===== src/hw/rtl/assert_macros.svh =====
// Assertion macros shared by the decoder RTL.
`ifndef ASSERT_MACROS_SVH
`define ASSERT_MACROS_SVH
// Check a property on every clock edge outside reset.
`define LZWD_ASSERT(lbl, prop, msg) \
  lbl: assert property (@(posedge clk_i) disable iff (!rst_ni) prop) else $error(msg);
// Check that a condition leads to another in the next cycle.
`define LZWD_ASSERT_NEXT(lbl, pre, post, msg) \
  lbl: assert property (@(posedge clk_i) disable iff (!rst_ni) pre |=> post) else $error(msg);
`endif


===== src/hw/rtl/lzwd_fifo.sv =====
// Small register FIFO with valid/ready on both sides.
module lzwd_fifo #(
  parameter int unsigned WIDTH = 8,
  parameter int unsigned DEPTH = 2
) (
  input  logic             clk_i,
  input  logic             rst_ni,
  input  logic             push_valid_i,
  output logic             push_ready_o,
  input  logic [WIDTH-1:0] push_data_i,
  output logic             pop_valid_o,
  input  logic             pop_ready_i,
  output logic [WIDTH-1:0] pop_data_o
);
  localparam int unsigned AW = $clog2(DEPTH);

  logic [WIDTH-1:0] mem_q [DEPTH];
  logic [AW-1:0]    wr_q, wr_d, rd_q, rd_d;
  logic [AW:0]      cnt_q, cnt_d;
  logic             push, pop;

  assign push_ready_o = (cnt_q != (AW+1)'(DEPTH));
  assign pop_valid_o  = (cnt_q != '0);
  assign pop_data_o   = mem_q[rd_q];
  assign push         = push_valid_i && push_ready_o;
  assign pop          = pop_valid_o && pop_ready_i;

  // advance pointers with wrap at the depth
  always_comb begin
    wr_d  = wr_q;
    rd_d  = rd_q;
    cnt_d = cnt_q;
    if (push) begin
      wr_d = (wr_q == AW'(DEPTH - 1)) ? '0 : wr_q + 1'b1;
    end
    if (pop) begin
      rd_d = (rd_q == AW'(DEPTH - 1)) ? '0 : rd_q + 1'b1;
    end
    if (push && !pop) begin
      cnt_d = cnt_q + 1'b1;
    end else if (pop && !push) begin
      cnt_d = cnt_q - 1'b1;
    end
  end

  always_ff @(posedge clk_i or negedge rst_ni) begin
    if (!rst_ni) begin
      wr_q  <= '0;
      rd_q  <= '0;
      cnt_q <= '0;
    end else begin
      wr_q  <= wr_d;
      rd_q  <= rd_d;
      cnt_q <= cnt_d;
    end
  end

  // hold entry data
  always_ff @(posedge clk_i) begin
    if (push) begin
      mem_q[wr_q] <= push_data_i;
    end
  end
endmodule


===== config.mk =====
export PLATFORM = sky130hd
export DESIGN_NAME = lzwd_fifo
export DESIGN_NICKNAME = d
export VERILOG_FILES = /design/src/hw/rtl/assert_macros.svh /design/src/hw/rtl/lzwd_fifo.sv
export SDC_FILE = /design/constraint.sdc
export NUM_CORES = 1
export LEC_CHECK = 0
export BUFFER_PORTS_ARGS = -buffer_cell sky130_fd_sc_hd__clkbuf_2
export CAP_MARGIN = 20
export CORE_UTILIZATION = 44
export DETAILED_ROUTE_END_ITERATION = 10
export GPL_TIMING_DRIVEN = 0
export PLACE_DENSITY = 0.72
export RECOVER_POWER = 25
export SETUP_SLACK_MARGIN = 0.3
export SLEW_MARGIN = 20
export SYNTH_ARGS = -nofsm -noshare
export SYNTH_HDL_FRONTEND = slang
export SYNTH_SLANG_ARGS = --single-unit

===== constraint.sdc =====
create_clock -name clk_i -period 1.4 [get_ports clk_i]
set_input_delay 0.07 -clock clk_i [delete_from_list [all_inputs] [get_ports clk_i]]
set_output_delay 0.07 -clock clk_i [all_outputs]
set_load 0.005 [all_outputs]

---- Word level (Yosys, flattened, before mapping) ----
Memory sizes are Yosys's and may differ from the RTL's.
Cells that the tools add are included.
word-level totals
  input port bits ......................... 12
  word-level logic and storage cells ...... 23
  bits in writable memories ............... 16
  output and inout port bits .............. 10
  register bits after elaboration ......... 4
  memories kept ........................... 1
memory list
  name   depth  width  read ports  clocked after Yosys merged registers in  wr ports  line             RTL
  mem_q  2      8      1           0                                        1         lzwd_fifo.sv:17  logic [WIDTH-1:0] mem_q [DEPTH];
operators by class
  multiplexer cells ....................... 6
  equality and inequality tests ........... 1
  add/sub/neg operators ................... 4
  reduce and logical (&&, ||, !) cells .... 8
operators with widths
  operator             number
  $logic_and 1x1->1    4
  $mux 1               4
  $mux 2               2
  $reduce_bool 2->1    2
  $add 1x1->1 const B  2
  $add 2x1->2 const B  1
  $logic_not 1->1      2
  $ne 2x2->1 const B   1
  $sub 2x1->2 const B  1

---- Longest topological paths before layout ----
  depth in word-level cells ............... 6
  gate-level depth with buffers ........... 7
  depth with buffers taken out ............ 7

---- Least setup slack after synthesis ----
OpenSTA, ideal clock, no wires.
  kind .................................... register to register
  from .................................... register cnt_q[0]
  to ...................................... memory mem_q[0][0] (enable)
  path slack .............................. 0.030 ns
  required time ........................... 1.030 ns
  data arrival time ....................... 1.000 ns
  path buffers ............................ 0
  stages on the path, launching flop included .. 4
  setup time .............................. 0.370 ns
  period minus slack after synthesis ...... 1.370 ns
  cells stage by stage .................... dfrtp_1 -> nand2b_4 -> nand2_1 -> nor2_1
between the ends
  cells in the longest elaborated chain, start to end .. 4
ends and longest elaborated chain
  element                       line             RTL
  start, declared               lzwd_fifo.sv:19  logic [AW:0] cnt_q, cnt_d;
  start signal, assigned        lzwd_fifo.sv:54  cnt_q <= cnt_d;
  $ne 2x2->1                    lzwd_fifo.sv:22  assign push_ready_o = (cnt_q != (AW+1)'(DEPTH));
  named net push_ready_o        lzwd_fifo.sv:9   output logic push_ready_o,
  $logic_and 1x1->1             lzwd_fifo.sv:25  assign push = push_valid_i && push_ready_o;
  $mux 1                        lzwd_fifo.sv:60  if (push) begin
  $mux 1 (not written as such)  lzwd_fifo.sv:61  mem_q[wr_q] <= push_data_i;
  end, declared                 lzwd_fifo.sv:17
The timed path passes the listed nets, and every way through them passes these cells.

---- Worst setup path after layout ----
  from .................................... register cnt_q[1]
  to ...................................... register cnt_q[1]
between the ends
  cells in the longest elaborated chain, start to end .. 5
  elaborated cells on any way between the ends .. 13
  classes of those cells .................. add/sub (2); eq/ne (1); mux (2); reduce/logical (8)
ends and longest elaborated chain
  element
  branches (longest 5 deep; another with $sub 2x1->2)
Several ways; the timed one is not identified. The select of a mux whose other input is x is not followed.
A chain may end at the register's enable or synchronous reset.

==> impl_results.md <==
* Clock Sink Count at 20
* Tcrit/Tclk final at 96.6%
* FF+latch count, synth at 20
* Max-Cap Viols at 0
* Worst-path cell chain: or2_4, nand2_4, ha_4, xor2_1, nor2_1, xor2_1
* Maximum VDD drop at 1370 uV
* Unrepaired setup endpoints after global routing: true
* CTS root buf: clkbuf_4
* Diode count at 0
* PD cells at 1870 nW/um2
* Routing usage on met1 at 18.0%
* LEAKAGE at 0.510 nW
* Post-synth EDFFs at 16
* Horiz. Die Dim at 44.3 um
* Clock Latency Late Sink at 290 ps
* Critical path buffers and inverters at 0
* Die Y at 44.3 um
* Initial Util at 49.4%
* Fin. Hold Viols at 0
* RR Endpoint: cnt_q[1]
* Least-Margin Pin Slew at 258 ps
* Worst r2r path cells at 6
* Area Growth Syn to Fin at 50.1%
* Vias in the first global route at 514
* Top cell type by total area after synthesis: edfxtp_1
* Via Count at 503
* Synthesized cell area at 787 um2
* Worst setup EP type: flip-flop
* Crit-path leading delay family: flip-flops
* Port Buf Inserts at 21
* TritonCTS Buffers at 3
* Global-route wire length before repair at 2.04 mm
* Fillcell total at 102
* Io pins at 22
* M2 GR Usage at 26.5%
* Post-Layout Inst Area at 1180 um2
* Largest net degree at the start of global routing at 12
* Setup WS pre-CTS at 26.4 ps
* Core area at 1590 um2
* Row cnt at 14
* Mapped Cells at 43
* Reg-to-reg setup timing slack at 50 ps
* Setup ws final at 47.0 ps
* GR Util All Layers at 14.8%
* Commonest cells post-synth: edfxtp_1, mux2_2, dfrtp_1
* Syn avg cell area at 18.3 um2
* Synth warn at 0
* WS Path Type: flip-flop to flip-flop
* DRT Wirelength at 1.30 mm
* CTS tree: yes
* Register area share after synthesis at 73.8%
* Max incr delay on CP at 440 ps
* Final core occ at 74.1%
* Asr flop ratio synth at 20.0%
* CTS max path bufs at 2
* Post-DRT Antenna Nets at 0
* Initial DRC Count at 7
* First-pass detailed-route iteration total at 4
* HPWL Detailed at 793 um
* Status: finished clean
* DR WL/cell at 11.8 um
* Placed Cells at 88
* Met3 Resource Use GR at 2.45%
* # DRC at 0
* Reg-to-reg startpoint: cnt_q[1]
* Max-slew violations at 0
* Slew Limit Headroom at 82.7%
* Main synth FF type: edfxtp_1
* GR peak layer: met2
* Max Fclk at 739 MHz
* Die area at 1960 um2
* Crit path max-delay cell type: dfrtp_1
* CP Launch Type: flip-flop
* Clk_skew at 4.00 ps
* Most used cell, CP: xor2_1
* Post-Place Cell Area at 955 um2
* Initial antenna violation count at 0
* Htree depth at 1
* Non-Filler Instances at 110
* Setup violators final at 0
* Required @ worst endpoint at 1580 ps
* Crit Path Max Fanout at 3
* Share of cells above drive strength 1 at 57.0%
* Post-synth cell types at 14
* Clock-pin slew on the worst setup and hold paths at 100 ps
* Total congestion overflow at 0
* Most common cell in the netlist: edfxtp_1
* HP Class: input port to async pin
* WP data arrival at 1530 ps
* Synth top area share at 61.0%
* Net count after synthesis at 56
* DR vias/cell at 4.57
* Min Tclk post-route at 1350 ps
* Synth top area cells: edfxtp_1, dfrtp_1, mux2_2
* Setup TNS at 0 ps
* Layout Nets at 100
* Gpl congestion at 0.633
[worst max path at each step]
stage,start,to,slack (ps),cells after the start
final,cnt_q[1],cnt_q[1],50,6
after global routing,cnt_q[1],cnt_q[1],5,5
after CTS,cnt_q[1],cnt_q[1],30,6
after detailed placement,cnt_q[0],cnt_q[1],30,7
after global placement,cnt_q[0],cnt_q[1],20,6
after floorplan,cnt_q[0],cnt_q[1],80,6
[per-layer routing]
metal  vias to the layer above  wire [um]
li1                        242          -
met1                       249        569
met2                        12        694
met3                         0         32
met4                         0          0
met5                         -          0
[state kept, by name (all words and copies together), names as in the netlist]
| signal | cells |
|---|---|
| mem_q | 16 |
| rd_q | 1 |
| wr_q | 1 |
| cnt_q | 2 |
[layout make-up]
type	count	area [um2]	share of cell area (%)
Sequential cell	20	581	49.2
Clock inverter	1	3.75	0.318
Tap cell	24	30.0	2.54
Clock buffer	3	22.5	1.91
Timing Repair Buffer	39	269	22.8
Multi-Input combinational cell	21	260	22.0
Inverter	1	3.75	0.318
Buffer	1	11.3	0.953
[per-stage QoR]
stage | power, mW | hold slack (ps)
6_report | 2.20 | 134
5_1_grt | 2.33 | 155
4_1_cts | 2.17 | 95.2
3_5_place_dp | 1.65 | -113
3_3_place_gp | 1.63 | -116
2_1_floorplan | 1.43 | -226
[placed cells by master, fill, tap and decap left out, drive strengths merged]
master        n
clkinv        1
xor2          2
edfxtp       16
clkbuf       24
nor2          2
mux2          8
ha            1
dfrtp         4
xnor2         3
dlygate4sd3   9
or2           1
nand2         2
and3          1
nand2b        1
inv           1
buf          10
[where the power goes]
part           switching, mW  leakage [nW]  internal [mW]  total, mW
Combinational          0.383         0.299          0.626       1.01
Clock                  0.165        0.0154          0.104      0.268
Sequential            0.0967         0.195          0.831      0.928
[cells by family after synthesis]
group / after synthesis / synth area share, %
xor gates and xnor gates: 5 / 5.57
adders and majority gates: 1 / 1.59
buffers and inverters: 2 / 1.11
DFF: 20 / 73.8
muxes: 8 / 11.4
and+or+nand+nor: 7 / 6.52
[repair_timing]
item                                    in CTS  in global routing
cloned                                       1                  0
endpoints found under the setup margin      27                 28
hold buffers                                 9                  0
pin swaps                                    6                  3
hold endpoints to repair                    20                  0
gates resized for setup                     11                  3
setup buffers                                6                  2
Note: power is estimated with default switching activity, not from simulation.
