==> src/hw/rtl/assert_macros.svh <==
// Assertion macros shared by the decoder RTL.
`ifndef ASSERT_MACROS_SVH
`define ASSERT_MACROS_SVH
// Check a property on every clock edge outside reset.
`define LZWD_ASSERT(lbl, prop, msg) \
  lbl: assert property (@(posedge clk_i) disable iff (!rst_ni) prop) else $error(msg);
// Check that a condition leads to another in the next cycle.
`define LZWD_ASSERT_NEXT(lbl, pre, post, msg) \
  lbl: assert property (@(posedge clk_i) disable iff (!rst_ni) pre |=> post) else $error(msg);
`endif

==> src/hw/rtl/lzwd_pkg.sv <==
// Types and constants of the LZ window decoder.
package lzwd_pkg;

  localparam int unsigned WIN_AW    = 10;
  localparam int unsigned WIN_DEPTH = 1024;
  localparam logic [9:0]  WIN_START = 10'h3BE;
  localparam logic [15:0] FLAG_MARK = 16'hFF00;
  localparam int unsigned LEN_BIAS  = 3;
  localparam int unsigned CNT_W     = 7;

  // configuration register indexes
  localparam logic [2:0] CFG_ORDER  = 3'd0;
  localparam logic [2:0] CFG_LENGTH = 3'd1;
  localparam logic [2:0] CFG_STRIDE = 3'd2;
  localparam logic [2:0] CFG_HEIGHT = 3'd3;

  typedef enum logic [1:0] {PH_FLAG, PH_LIT, PH_HIGH, PH_LOW} phase_e;
  typedef enum logic [1:0] {ST_RUN, ST_DONE, ST_SRC, ST_IDX} status_e;
  typedef enum logic [1:0] {CMD_NOP, CMD_LIT, CMD_COPY} cmd_kind_e;
  typedef enum logic [2:0] {B_IDLE, B_EXEC, B_RD, B_WR, B_FIN} bstate_e;

  typedef struct packed {
    logic              order_mode;
    logic [17:0]       out_length;
    logic [8:0]        row_stride;
    logic [8:0]        column_height;
  } cfg_t;

  typedef struct packed {
    cmd_kind_e         kind;
    logic [7:0]        data;
    logic [9:0]        pos;
    logic [CNT_W-1:0]  cnt;
    logic              start;
    logic              last;
  } cmd_t;

  typedef struct packed {
    logic [7:0]        byte_a;
    logic [16:0]       index_a;
    logic [7:0]        byte_b;
    logic [16:0]       index_b;
    logic [1:0]        pair_count;
    logic              run_last;
    status_e           status;
    logic [17:0]       used_count;
  } result_t;

endpackage

==> src/hw/rtl/lzwd_front.sv <==
// Front end: parses flag bytes and code words into decode commands.
module lzwd_front (
  input  logic          clk_i,
  input  logic          rst_ni,
  input  logic          in_valid_i,
  output logic          in_ready_o,
  input  logic [7:0]    in_byte_i,
  input  logic          stream_start_i,
  input  logic          in_last_i,
  output logic          cmd_valid_o,
  output lzwd_pkg::cmd_t cmd_o,
  input  logic          cmd_ready_i
);
  import lzwd_pkg::*;

  phase_e      phase_q, phase_d, ph, nxt;
  logic [15:0] flag_q, flag_d, fl, shifted;
  logic [7:0]  high_q, high_d;
  logic [15:0] word;
  logic        accept;

  assign in_ready_o  = cmd_ready_i;
  assign cmd_valid_o = in_valid_i;
  assign accept      = in_valid_i && cmd_ready_i;

  // classify the byte and step the parser
  always_comb begin
    ph      = stream_start_i ? PH_FLAG : phase_q;
    fl      = stream_start_i ? 16'h0000 : flag_q;
    shifted = fl >> 1;
    if ((shifted & FLAG_MARK) == 16'h0000) begin
      nxt = PH_FLAG;
    end else begin
      nxt = shifted[0] ? PH_LIT : PH_HIGH;
    end
    word       = {high_q, in_byte_i};
    phase_d    = phase_q;
    flag_d     = flag_q;
    high_d     = high_q;
    cmd_o.kind = CMD_NOP;
    cmd_o.data = in_byte_i;
    cmd_o.pos  = word[9:0];
    cmd_o.cnt  = {1'b0, word[15:10]} + CNT_W'(LEN_BIAS);
    cmd_o.start = stream_start_i;
    cmd_o.last  = in_last_i;
    unique case (ph)
      PH_FLAG: begin
        flag_d  = {8'hFF, in_byte_i};
        phase_d = in_byte_i[0] ? PH_LIT : PH_HIGH;
      end
      PH_LIT: begin
        cmd_o.kind = CMD_LIT;
        flag_d     = shifted;
        phase_d    = nxt;
      end
      PH_HIGH: begin
        high_d  = in_byte_i;
        phase_d = PH_LOW;
      end
      PH_LOW: begin
        cmd_o.kind = CMD_COPY;
        flag_d     = shifted;
        phase_d    = nxt;
      end
      default: begin
        phase_d = PH_FLAG;
      end
    endcase
  end

  always_ff @(posedge clk_i or negedge rst_ni) begin
    if (!rst_ni) begin
      phase_q <= PH_FLAG;
      flag_q  <= '0;
      high_q  <= '0;
    end else if (accept) begin
      phase_q <= phase_d;
      flag_q  <= flag_d;
      high_q  <= high_d;
    end
  end
endmodule

==> config.mk <==
export PLATFORM = sky130hd
export DESIGN_NAME = lzwd_front
export DESIGN_NICKNAME = d
export VERILOG_FILES = /design/src/hw/rtl/assert_macros.svh /design/src/hw/rtl/lzwd_pkg.sv /design/src/hw/rtl/lzwd_front.sv
export SDC_FILE = /design/constraint.sdc
export NUM_CORES = 1
export LEC_CHECK = 0
export BUFFER_PORTS_ARGS = -buffer_cell sky130_fd_sc_hd__buf_2
export CAP_MARGIN = 20
export CORE_MARGIN = 1
export CORE_UTILIZATION = 54
export CTS_CLUSTER_DIAMETER = 30
export CTS_CLUSTER_SIZE = 25
export DETAILED_ROUTE_END_ITERATION = 8
export GPL_ROUTABILITY_DRIVEN = 0
export GPL_TIMING_DRIVEN = 0
export HOLD_SLACK_MARGIN = 0.03
export PLACE_DENSITY = 0.84
export SETUP_SLACK_MARGIN = 0.2
export SYNTH_ARGS = -nofsm -noshare
export SYNTH_HDL_FRONTEND = slang
export SYNTH_SLANG_ARGS = --single-unit
==> constraint.sdc <==
create_clock -name clk_i -period 3.8 [get_ports clk_i]
set_input_delay 0.19 -clock clk_i [delete_from_list [all_inputs] [get_ports clk_i]]
set_output_delay 0.19 -clock clk_i [all_outputs]
set_load 0.01 [all_outputs]
======== Yosys cells after proc, flatten, opt, wreduce, memory -nomap -nowiden ========
Index checks and enable logic that the tools add are counted.
cells by class
  $add $sub $neg .......................... 1
  multipliers ............................. 0
  div/mod/pow operators ................... 0
  $lt $le $gt $ge ......................... 0
  eq/ne operators ......................... 3
  shift-type cells ........................ 0
  multiplexer cells ....................... 8
  bitwise operators ....................... 0
  reductions and logical operators ........ 7
operators with widths
  cell                                            number
  case mux 16 bit (2 select lines)                1
  zero test 16 bit                                1
  2-to-1 mux 16 bit                               1
  2-to-1 mux 2 bit                                4
  adder 6 x 2 -> 7 bit (second input constant)    1
  case mux 2 bit (3 select lines)                 1
  == test 2 bit (second input constant)           2
  case mux 2 bit (2 select lines)                 1
  AND reduction 2 bit                             2
  == test 2 x 1 -> 1 bit (second input constant)  1
  zero test 2 bit                                 1
  nonzero test 2 bit                              1
  OR reduction 2 bit                              1
  logical AND 1 bit                               1
storage, ports and cells
  bits in registers ....................... 26
  latch bits .............................. 0
  bits in writable memories ............... 0
  memory bits (read-only) ................. 0
  bits of input ports ..................... 14
  output and inout bits ................... 31
  word-level logic and storage cells ...... 22
  memories kept ........................... 0

======== Longest topological paths before layout ========
Gate-level depths: netlist of run 1.
  depth after elaboration ................. 5
  gate-level depth with buffers ........... 5
  gate-level depth less buffers ........... 4

======== Worst setup path before layout of run 1 ========
OpenSTA, ideal clock, no wires.
  kind .................................... reg-to-reg
  start ................................... reg phase_q[1]
  end ..................................... reg flag_q[6]
  library setup time ...................... 0.125 ns
  arrival time ............................ 1.205 ns
  required time ........................... 3.675 ns
  path slack .............................. 2.470 ns
  cell stages (with the launch flop) ...... 5
  buffers on the path ..................... 1
  clock period less this slack ............ 1.330 ns
  cells stage by stage .................... dfrtp_1 -> nor3b_2 -> nor2_2 -> buf_6 -> mux2_4
between the ends
  longest elaborated chain between the ends .. 5
  elaborated cells between the ends (all ways) .. 8
  classes of those cells .................. eq/ne (2); mux (2); reduce/logical (4)
RTL lines
  what                                                     line              source
  start, declared                                          lzwd_front.sv:16  phase_e phase_q, phase_d, ph, nxt;
  start signal, assigned                                   lzwd_front.sv:77  phase_q <= phase_d;
  2-to-1 mux 2 bit *                                       lzwd_front.sv:28  ph = stream_start_i ? PH_FLAG : phase_q;
  == test 2 bit or == test 2 x 1 -> 1 bit (tied branches)  lzwd_front.sv:46  unique case (ph)
  OR reduction 2 bit (no source line)                      -
  nonzero test 2 bit (no source line)                      -
  AND reduction 2 bit (no source line)                     -
  end signal, assigned                                     lzwd_front.sv:78  flag_q <= flag_d;
  end, declared                                            lzwd_front.sv:17  logic [15:0] flag_q, flag_d, fl, shifted;
Every way passes the cells marked *; elsewhere a longest branch is shown, timed or not.
A chain may end at the register's enable or synchronous reset.

==> results of run 1 <==
-- metrics by stage --
| stage | utilization, % | total power [mW] |
|---|---|---|
| floorplan | - | 0.6867 |
| global placement | 67.27 | 0.7994 |
| detailed placement | 67.27 | 0.8206 |
| CTS | 68.74 | 0.9341 |
| global route | 68.74 | 0.9986 |
| finish | 68.74 | 0.9247 |
-- where the power goes --
group	switching, mW	internal, mW
Sequential	0.0705	0.353
Combinational	0.167	0.218
Clock	0.0745	0.0409
-- synthesized netlist by cell type, types with 3 or more instances --
| master | number | share of area (%) |
|---|---|---|
| nand2_1 | 3 | 0.80 |
| o21a_1 | 7 | 3.7 |
| buf_4 | 22 | 12 |
| inv_1 | 5 | 1.3 |
| xnor2_1 | 3 | 1.9 |
| nor2_1 | 3 | 0.80 |
| or3_1 | 7 | 3.1 |
| dfrtp_1 | 25 | 44 |
| mux2_1 | 4 | 3.2 |
| mux2_2 | 14 | 11 |
| buf_6 | 3 | 2.4 |
| a21oi_1 | 3 | 1.1 |
-- repair_timing --
action | in CTS | in global routing
hold buffers | 1 | 0
gates resized for setup | 0 | 0
endpoints found under the hold margin | 25 | 0
-- worst paths after layout --
check                             start    endpoint  slack [ns]  depth (start not counted)
min in group asynchronous        rst_ni   flag_q[6]        0.37                          2
max                           high_q[2]    cmd_o[6]        2.13                          5
min reg2reg                   flag_q[8]   flag_q[8]        0.50                          1
max reg2reg                  phase_q[1]   flag_q[7]        2.32                          4
max in group asynchronous        rst_ni   flag_q[7]        3.07                          2
min                        in_byte_i[0]  phase_q[1]        0.14                          2
-- cells by family (layout without fill, tap and decap cells) --
group	Yosys count	count (layout)	share of synthesized area [%]
xor gates and xnor gates	4	4	2.478
adders and majority gates	1	1	0.8848
and+or+nand+nor	23	23	9.470
buffers and inverters	32	80	15.93
AOI/OAI and AO/OA	17	17	9.115
DFF	25	25	44.25
muxes	22	22	17.88
-- flip-flops by register name (all words and copies together) (netlist names) --
signal   flops
flag_q      15
high_q       8
phase_q      2
-- final cells by class --
| type | instances | area [um2] | area share [%] |
|---|---|---|---|
| Clock buffer | 4 | 26.28 | 1.543 |
| Timing Repair Buffer | 44 | 225.2 | 13.23 |
| Multi-Input combinational cell | 67 | 563.0 | 33.06 |
| Buffer | 27 | 206.4 | 12.12 |
| Sequential cell | 25 | 625.6 | 36.74 |
| Inverter | 5 | 18.77 | 1.102 |
| Tap cell | 30 | 37.54 | 2.204 |
-- routing by layer --
| layer | up-vias | share of wire, % | global-route usage (%) |
|---|---|---|---|
| met2 | 33 | 51 | 37.13 |
| met1 | 508 | 44 | 23.80 |
| met3 | 2 | 5.0 | 3.448 |
| met5 | - | 0 | 0 |
| met4 | 0 | 0.36 | 6.579 |
| li1 | 502 | - | - |
==> metrics.md, run 1 <==
| Metric | Value |
|---|---|
| Initial Util | `57.07%` |
| Die area | `2827 um2` |
| Crit. End Element | `primary output` |
| Drt wl/cell | `12.23 um` |
| Worst-skew pair later-pin latency | `0.31 ns` |
| RSZ-0062 raised after global routing | `no` |
| Most common cell after layout, fill and taps aside | `buf_2` |
| Clk sinks | `25` |
| DIE HEIGHT | `53.17 um` |
| CP peak stage delay | `0.41 ns` |
| Post-synth ARST share | `100.0%` |
| Core Area | `2477 um2` |
| Main synth FF type | `dfrtp_1` |
| CP bufs+invs | `2` |
| Initial antenna violation count | `0` |
| First-pass DRT Iterations | `4` |
| First-pass GRT wire length | `4.098 mm` |
| Commonest cells after routing, fill and taps aside | `43 x buf_2, 25 x dfrtp_1, 22 x buf_4` |
| Hold Vio Cnt, Final | `0` |
| # nets final | `188` |
| Crit Path Max Fanout | `4` |
| Area grow syn2layout | `20.44%` |
| Tot GR Track Use | `20.32%` |
| Delay-heaviest family, CP | `flip-flops` |
| Post-Place Cells | `197` |
| Sequential cell area fraction in the yosys report | `44.25%` |
| Largest net degree at the start of global routing | `26` |
| Netlist Area Pre-Place | `1414 um2` |
| Max_cap viols | `0` |
| Final Cell Area | `1703 um2` |
| Post-Place Worst Slack | `2.330 ns` |
| Finish-stage setup viols | `0` |
| Vias | `1045` |
| Row count | `18` |
| Number of global-route vias before repair | `969` |
| Die span in x | `53.17 um` |
| Synth Warn # | `0` |
| Initial DRC count | `4` |
| Worst hold path type | `input pin to register` |
| Slew HR | `64.46%` |
| Routed WL | `2.470 mm` |
| Final worst-path cycle share | `43.89%` |
| Startpoint class of the critical path | `register` |
| Pwr/cell area | `543.0 nW/um2` |
| Final Max Tran Viols | `0` |
| IO buf count | `43` |
| CTS tree | `done` |
| Worst Tran Pin Value | `0.5332 ns` |
| Minimum clock period | `1.668 ns` |
| Non-Filler Instances | `202` |
| Synthesized net count | `139` |
| Layout cells sized above 1 | `53.49%` |
| Detailed placement HPWL | `1.926 mm` |
| Pleak | `0.8127 nW` |
| Count of state elements after synthesis | `25` |
| Crit path DAT | `1.48 ns` |
| EDFF count, synth | `0` |
| CP max-delay cell | `dfrtp_1` |
| TritonCTS Buffers | `3` |
| H-tree levels | `1` |
| Unique masters post-synth | `33` |
| Setup TNS | `0 ns` |
| Fillers | `192` |
| CTS Root Cell | `clkbuf_4` |
| Placed Area | `1667 um2` |
| Status | `finished, final reports clean` |
| Fmax | `0.5996 GHz` |
| Clock-pin slew on the worst setup and hold paths | `0.13 ns` |
| Grt ovf | `0` |
| Ports | `45` |
| Hold Slack | `0.1449 ns` |
| Max VDD drop | `0.4760 mV` |
| Setup ws final | `2.132 ns` |
| WS Path Type | `register to primary output` |
| Final routed DRC violation total | `0` |
| Via density | `5.173` |
| Post-synthesis cell count | `124` |
| Post-CTS Setup Inserts | `0` |
| Ant. Diodes | `0` |
| Critical Path RT | `3.61 ns` |
| Average cell area after synthesis | `11.40 um2` |
| Clk_skew | `0.004296 ns` |
| CP Cell Sequence | `inv_1, ha_1, nor2_1, xor2_1, buf_2` |
| Final ANT Viol Nets | `0` |
| Buffer levels on the longest clock path | `2` |
(Power assumes the default switching activity.)
==> run 2, diff against run 1 <==
--- a/config.mk
+++ b/config.mk
@@ -5,17 +5,18 @@
 export SDC_FILE = /design/constraint.sdc
 export NUM_CORES = 1
 export LEC_CHECK = 0
+export ABC_AREA = 1
 export BUFFER_PORTS_ARGS = -buffer_cell sky130_fd_sc_hd__buf_2
 export CAP_MARGIN = 20
 export CORE_MARGIN = 1
-export CORE_UTILIZATION = 54
+export CORE_UTILIZATION = 51
 export CTS_CLUSTER_DIAMETER = 30
 export CTS_CLUSTER_SIZE = 25
 export DETAILED_ROUTE_END_ITERATION = 8
 export GPL_ROUTABILITY_DRIVEN = 0
 export GPL_TIMING_DRIVEN = 0
 export HOLD_SLACK_MARGIN = 0.03
-export PLACE_DENSITY = 0.84
+export PLACE_DENSITY = 0.79
 export SETUP_SLACK_MARGIN = 0.2
 export SYNTH_ARGS = -nofsm -noshare
 export SYNTH_HDL_FRONTEND = slang
==> constraint.sdc (replaced) <==
create_clock -name clk_i -period 1.75 [get_ports clk_i]
set_input_delay 0.0875 -clock clk_i [delete_from_list [all_inputs] [get_ports clk_i]]
set_output_delay 0.0875 -clock clk_i [all_outputs]
set_load 0.01 [all_outputs]
==> metrics.md, run 2 <==
| Metric | Value |
|---|---|
| Setup TNS | `0 ns (unchanged)` |
| Initial DRC count | `30 (+26)` |
| Max reg flops | `15 (unchanged)` |
| Worst-skew pair later-pin latency | `0.31 ns (about the same)` |
| CTS Root Cell | `clkbuf_4` |
| Hold path depth | `3 (+1)` |
| Startpoint class of the critical path | `register` |
| Largest net degree at the start of global routing | `26 (unchanged)` |
| Post-synth ARST share | `100.0% (unchanged)` |
| Most frequent cell after synthesis | `nand2_1` |
| GR Layer Usage met2 | `34.77% (-2.4 points)` |
| Average cell area after synthesis | `8.301 um2 (-27%)` |
| Initial Util | `53.58% (-3.5 points)` |
| Finish-stage setup viols | `0 (unchanged)` |
| Final ANT Viol Nets | `0 (unchanged)` |
| Final routed DRC violation total | `0 (unchanged)` |
| CP Cell Sequence | `inv_1, a21oi_1, nand3_1, nand2_1, nand2_1, buf_2` |
| Buffer levels on the longest clock path | `2 (unchanged)` |
| Most frequent cells after synthesis | `31 x nand2_1, 25 x dfrtp_1, 22 x buf_4, 20 x inv_1, 16 x nor2_1` |
| Max_cap viols | `0 (unchanged)` |
| CP peak stage delay | `0.39 ns (-0.02 ns)` |
| Pwr/cell area | `1054 nW/um2 (+94%)` |
| CTS tree | `done` |
| First-pass DRT Iterations | `4 (unchanged)` |
| Largest regs | `flag_q: 15 flops, high_q: 8 flops, phase_q: 2 flops` |
| Clock-pin slew on the worst setup and hold paths | `0.13 ns (about the same)` |
| First-pass GRT wire length | `4.781 mm (+17%)` |
| Hold Vio Cnt, Final | `0 (unchanged)` |
| H-tree levels | `1 (unchanged)` |
| Grt ovf | `0 (unchanged)` |
| Number of global-route vias before repair | `1129 (+17%)` |
| Tot GR Track Use | `19.27% (-1.0 points)` |
| Count of state elements after synthesis | `25 (unchanged)` |
| Final Max Tran Viols | `0 (unchanged)` |
| Core Area | `2758 um2 (+11%)` |
| Met3 Use GR | `4.186% (+0.74 points)` |
| IO buf count | `43 (unchanged)` |
| Clk sinks | `25 (unchanged)` |
| Largest Register | `flag_q` |
| GR Layer Usage met1 | `23.70% (-0.10 points)` |
| Final worst-path cycle share | `84.14%` |
| Post-CTS Setup Inserts | `0 (unchanged)` |
| TritonCTS Buffers | `3 (unchanged)` |
| Max VDD drop | `0.8442 mV (+77%)` |
| Area grow syn2layout | `21.93%` |
| Routed WL | `2.667 mm (+8.0%)` |
| Status | `finished, final reports clean` |
| Netlist Area Pre-Place | `1478 um2 (+4.5%)` |
| Initial antenna violation count | `0 (unchanged)` |
| Fmax | `0.6791 GHz` |
| Commonest cells after routing, fill and taps aside | `43 x buf_2, 30 x nand2_1, 25 x dfrtp_1` |
| R2R setup slack | `0.56 ns (-1.76 ns)` |
| Top cells by area, synth | `dfrtp_1 42%, buf_4 11%, nand2_1 7.9%` |
| # nets final | `243 (+29%)` |
| Sequential cell area fraction in the yosys report | `42.34% (-1.9 points)` |
| Minimum clock period | `1.472 ns` |
| WS Path Type | `register to primary output` |
| Synthesized net count | `193 (+39%)` |
| Clk_skew | `0.004801 ns (+0.0005056 ns)` |
| Ports | `45 (unchanged)` |
| Main synth FF type | `dfrtp_1` |
| Vias | `1216 (+16%)` |
| Pleak | `0.9740 nW (+20%)` |
| R2R cell count | `8 (+4)` |
| Crit path DAT | `1.38 ns (-0.10 ns)` |
| Layout cells sized above 1 | `44.05% (-9.4 points)` |
| Cell type with the largest total area after synthesis | `dfrtp_1` |
| Most common cell after layout, fill and taps aside | `buf_2` |
| Drt wl/cell | `10.34 um (-15%)` |
| Crit Path Max Fanout | `3 (-1)` |
| Via density | `4.713 (-8.9%)` |
| Slew HR | `63.59% (-0.87 points)` |
| Ant. Diodes | `0 (unchanged)` |
| Detailed placement HPWL | `2.070 mm (+7.5%)` |
| DIE HEIGHT | `55.83 um (+5.0%)` |
| Unique masters post-synth | `23 (-30%)` |
| Die span in x | `55.83 um (+5.0%)` |
| Top-area cell type share of the netlist area | `42.34% (-1.9 points)` |
| Worst hold path type | `input pin to register` |
| Crit. End Element | `primary output` |
| Top cell by count, worst path | `nand2_1` |
| Worst Tran Pin Value | `0.5462 ns (+0.01299 ns)` |
| Synth Warn # | `0 (unchanged)` |
| Post-synthesis cell count | `178 (+44%)` |
| Total power draw | `1.899 mW (+110%)` |
| Row count | `19 (+1)` |
| Top Usage Layer GRT | `met2` |
| Die area | `3116 um2 (+10%)` |
| Critical Path RT | `1.66 ns (-1.95 ns)` |
| RSZ-0062 raised after global routing | `yes` |
| EDFF count, synth | `0 (unchanged)` |
| CP max-delay cell | `dfrtp_1` |
## run 2: metal layers
metal  wire (um)  up-vias
met1        1161      556
met3          99        2
met5           0        -
li1            -      635
met2        1382       23
met4          23        0
## run 2: worst paths after layout
check,from,endpoint
max reg2reg,phase_q[1],flag_q[7]
max,high_q[4],cmd_o[7]
min in group asynchronous,rst_ni,high_q[2]
max in group asynchronous,rst_ni,flag_q[1]
min,in_byte_i[5],high_q[5]
min reg2reg,high_q[1],high_q[1]
## run 2: cell families (layout without fill, tap and decap cells)
logic type	after synthesis	in the layout	share of synthesized area, %
buffers and inverters	52	101	22.02
XOR/XNOR	3	3	1.778
flip-flops	25	25	42.34
adder cells (fa/ha/maj)	1	1	0.8466
AND/OR/NAND/NOR	57	57	17.19
AO/OA/AOI/OAI	40	40	15.83
## run 2: critical path: cells and delay by family (launching register included)
family,cells,cell delay (ns)
simple gates,3,0.22
compound gates,1,0.26
flops,1,0.39
buf+inv,2,0.21
## run 2: layout make-up
type,instances,area [um2]
Sequential cell,25,625.6
Clock buffer,3,22.52
Buffer,28,232.7
Clock inverter,1,5.005
Tap cell,31,38.79
Multi-Input combinational cell,101,549.3
Fill cell,248,955.9
Timing Repair Buffer,45,235.2
Inverter,24,92.59
## run 2: what timing repair did
action	CTS	global route
endpoints found under the hold margin	26	0
hold buffers	2	0
gates resized for setup	1	6
pin swaps	0	1
setup endpoints to repair	2	3
## run 2: report_power, final
group          internal [mW]  leakage [nW]  switching (mW)
clock                 0.0855        0.0177           0.165
combinational          0.370         0.662           0.449
sequential             0.737         0.294          0.0914
total                   1.19         0.974           0.705
## run 2: through the flow
stage	instance area (um2)	instances	hold WS (ns)	setup WS [ns]	util [%]
6_report	1802	258	0.03985	0.2775	65.34
5_1_grt	1802	258	0.03462	0.1411	65.34
4_1_cts	1782	258	0.03404	0.2145	64.61
3_5_place_dp	1732	252	0.1074	0.5593	62.79
3_3_place_gp	1732	252	0.1066	0.5788	62.79
2_1_floorplan	1478	178	-0.2081	0.6112	-
==> run 3, diff against run 2 <==
--- a/config.mk
+++ b/config.mk
@@ -5,11 +5,11 @@
 export SDC_FILE = /design/constraint.sdc
 export NUM_CORES = 1
 export LEC_CHECK = 0
-export ABC_AREA = 1
+export ABC_AREA = 0
 export BUFFER_PORTS_ARGS = -buffer_cell sky130_fd_sc_hd__buf_2
 export CAP_MARGIN = 20
 export CORE_MARGIN = 1
-export CORE_UTILIZATION = 51
+export CORE_UTILIZATION = 50
 export CTS_CLUSTER_DIAMETER = 30
 export CTS_CLUSTER_SIZE = 25
 export DETAILED_ROUTE_END_ITERATION = 8
==> constraint.sdc (replaced) <==
create_clock -name clk_i -period 1.5 [get_ports clk_i]
set_input_delay 0.075 -clock clk_i [delete_from_list [all_inputs] [get_ports clk_i]]
set_output_delay 0.075 -clock clk_i [all_outputs]
set_load 0.01 [all_outputs]
==> metrics.md, run 3 (synthesized netlist as in run 1, its figures left out) <==
| Metric | Value |
|---|---|
| Drt wl/cell | `15.86 um (+53%)` |
| Clock-pin slew on the worst setup and hold paths | `0.14 ns (about the same)` |
| Total power draw | `2.875 mW (+51%)` |
| Clk sinks | `25 (unchanged)` |
| Final ANT Viol Nets | `0 (unchanged)` |
| Met2 Wirelength | `1.739 mm (+26%)` |
| Ports | `45 (unchanged)` |
| Most common cell after layout, fill and taps aside | `buf_2` |
| Pwr/cell area | `1447 nW/um2 (+37%)` |
| Hold Vio Cnt, Final | `0 (unchanged)` |
| Detailed placement HPWL | `2.008 mm (-3.0%)` |
| H-tree levels | `1 (unchanged)` |
| Final routed DRC violation total | `0 (unchanged)` |
| Initial Util | `55.07% (+1.5 points)` |
| Sw Share | `34.85% (-2.3 points)` |
| Initial antenna violation count | `0 (unchanged)` |
| Max VDD drop | `1.351 mV (+60%)` |
| First-pass DRT Iterations | `4 (unchanged)` |
| Worst-skew pair later-pin latency | `0.31 ns (about the same)` |
| IO buf count | `43 (unchanged)` |
| Status | `finished, final reports clean` |
| Clk pwr share | `10.5% (-2.7 points)` |
| Finish-stage setup viols | `0 (unchanged)` |
| Worst hold path type | `input pin to register` |
| Fillers | `160 (-35%)` |
| Reg area | `626.9 um2 (+0.20%)` |
| Initial DRC count | `24 (-20%)` |
| Vias | `1134 (-6.7%)` |
| WS Path Type | `register to register` |
| First-pass GRT wire length | `4.153 mm (-13%)` |
| Layout cells sized above 1 | `65.95% (+22 points)` |
| Worst Tran Pin Value | `0.5571 ns (+0.01092 ns)` |
| Crit. End Element | `register` |
| Ant. Diodes | `0 (unchanged)` |
| Critical Path RT | `1.71 ns (+0.05 ns)` |
| Max reg flops | `15 (unchanged)` |
| Clk_skew | `0.004839 ns (+0.00003789 ns)` |
| Routed WL | `3.410 mm (+28%)` |
| Grt ovf | `0 (unchanged)` |
| Largest regs | `flag_q: 15 flops, high_q: 8 flops, phase_q: 2 flops` |
| Routed length on met1 | `1.431 mm (+23%)` |
| Final worst-path cycle share | `95.96%` |
| Commonest cells after routing, fill and taps aside | `42 x buf_2, 28 x buf_4, 24 x dfrtp_1` |
| Slew HR | `62.86% (-0.73 points)` |
| Core Area | `2567 um2 (-6.9%)` |
| Largest Register | `flag_q` |
| Number of global-route vias before repair | `969 (-14%)` |
| Row count | `18 (-1)` |
| Non-Filler Instances | `215 (-17%)` |
| Final Max Tran Viols | `0 (unchanged)` |
| Startpoint class of the critical path | `register` |
| Comb pwr share | `50.9% (+7.8 points)` |
| Top layer in use | `met4` |
| Switching power | `1.002 mW (+42%)` |
| Fmax | `0.6948 GHz` |
| Post-Place Cells | `197 (-22%)` |
| # nets final | `201 (-17%)` |
| R2R cell count | `4 (-4)` |
| Die area | `3044 um2 (-2.3%)` |
| Via density | `5.274 (+12%)` |
| DIE HEIGHT | `55.18 um (-1.2%)` |
| Met3 WL | `186 um (+88%)` |
| Minimum clock period | `1.439 ns` |
| Tot GR Track Use | `19.04% (-0.23 points)` |
| Die span in x | `55.18 um (-1.2%)` |
| Buffer levels on the longest clock path | `2 (unchanged)` |
| Hold Slack | `0.04435 ns (+0.004504 ns)` |
| RSZ-0062 raised after global routing | `yes` |
| Crit path DAT | `1.65 ns (+0.27 ns)` |
| Area grow syn2layout | `40.53%` |
| P_int | `1.873 mW (+57%)` |
| Sequential Power Share | `38.7% (-4.9 points)` |
| Max_cap viols | `0 (unchanged)` |
| Crit Path Max Fanout | `8 (+5)` |
| TritonCTS Buffers | `3 (unchanged)` |
| Pleak | `0.9770 nW (+0.31%)` |
| Hold path depth | `2 (-1)` |
| CTS tree | `done` |
| CTS Root Cell | `clkbuf_4` |
| Multi-input logic area | `715.7 um2 (+30%)` |
| Largest net degree at the start of global routing | `26 (unchanged)` |
==> run 3: routing by layer <==
layer  global-route usage (%)  up-vias
met3                    2.732        6
met4                    5.833        0
met2                    34.34       53
met5                        0        -
li1                         -      527
met1                    23.26      548
==> run 3: path summary, 6_finish.rpt <==
check	startpoint	end	slack, ns
hold reg to reg	flag_q[4]	flag_q[4]	0.53
max in group asynchronous	rst_ni	phase_q[0]	0.84
hold / removal	in_byte_i[3]	high_q[3]	0.04
min in group asynchronous	rst_ni	flag_q[15]	0.26
setup reg to reg	phase_q[0]	high_q[2]	0.06
setup / recovery	phase_q[0]	high_q[2]	0.06
==> run 3: repair_timing <==
| item | in CTS | in global routing |
|---|---|---|
| cloned | 1 | 2 |
| setup buffers | 6 | 4 |
| hold buffers | 1 | 0 |
| pin swaps | 5 | 5 |
| resized for setup | 10 | 35 |
| setup endpoints to repair | 27 | 32 |
| hold endpoints to repair | 25 | 0 |
==> run 3: power groups by stage <==
stage	Clock [mW]	Combinational [mW]	Sequential (mW)
global route	0.330	1.59	1.13
global placement	0	0.965	1.08
finish	0.301	1.46	1.11
floorplan	0	0.711	1.04
CTS	0.292	1.18	1.08
detailed placement	0	1.01	1.09
==> run 3: metrics by stage <==
| step | setup WS (ns) | setup TNS, ns | instance area, um2 | util, % |
|---|---|---|---|---|
| after floorplan | 0.1801 | 0 | 1425 | - |
| after global placement | 0.1178 | 0 | 1678 | 65.35 |
| after detailed placement | 0.1059 | 0 | 1678 | 65.35 |
| after CTS | 0.06407 | 0 | 1802 | 70.18 |
| after global routing | -0.02280 | -0.02754 | 1987 | 77.39 |
| final | 0.06067 | 0 | 1987 | 77.39 |
==> run 3: final cells by class <==
cell class / instances / share of cell area [%]
tap: 30 / 1.889
sequential: 25 / 31.55
clock buffer: 4 / 1.322
buffer: 27 / 10.39
timing repair buffer: 57 / 17.88
multi-input combinational: 67 / 36.02
inverter: 5 / 0.9446
==> run 3: critical path, cell delays in order, from the launching register on <==
cell	delay, ns
dfrtp_2	0.49
nor3b_4	0.28
buf_6	0.16
nand2_8	0.08
mux2_4	0.33
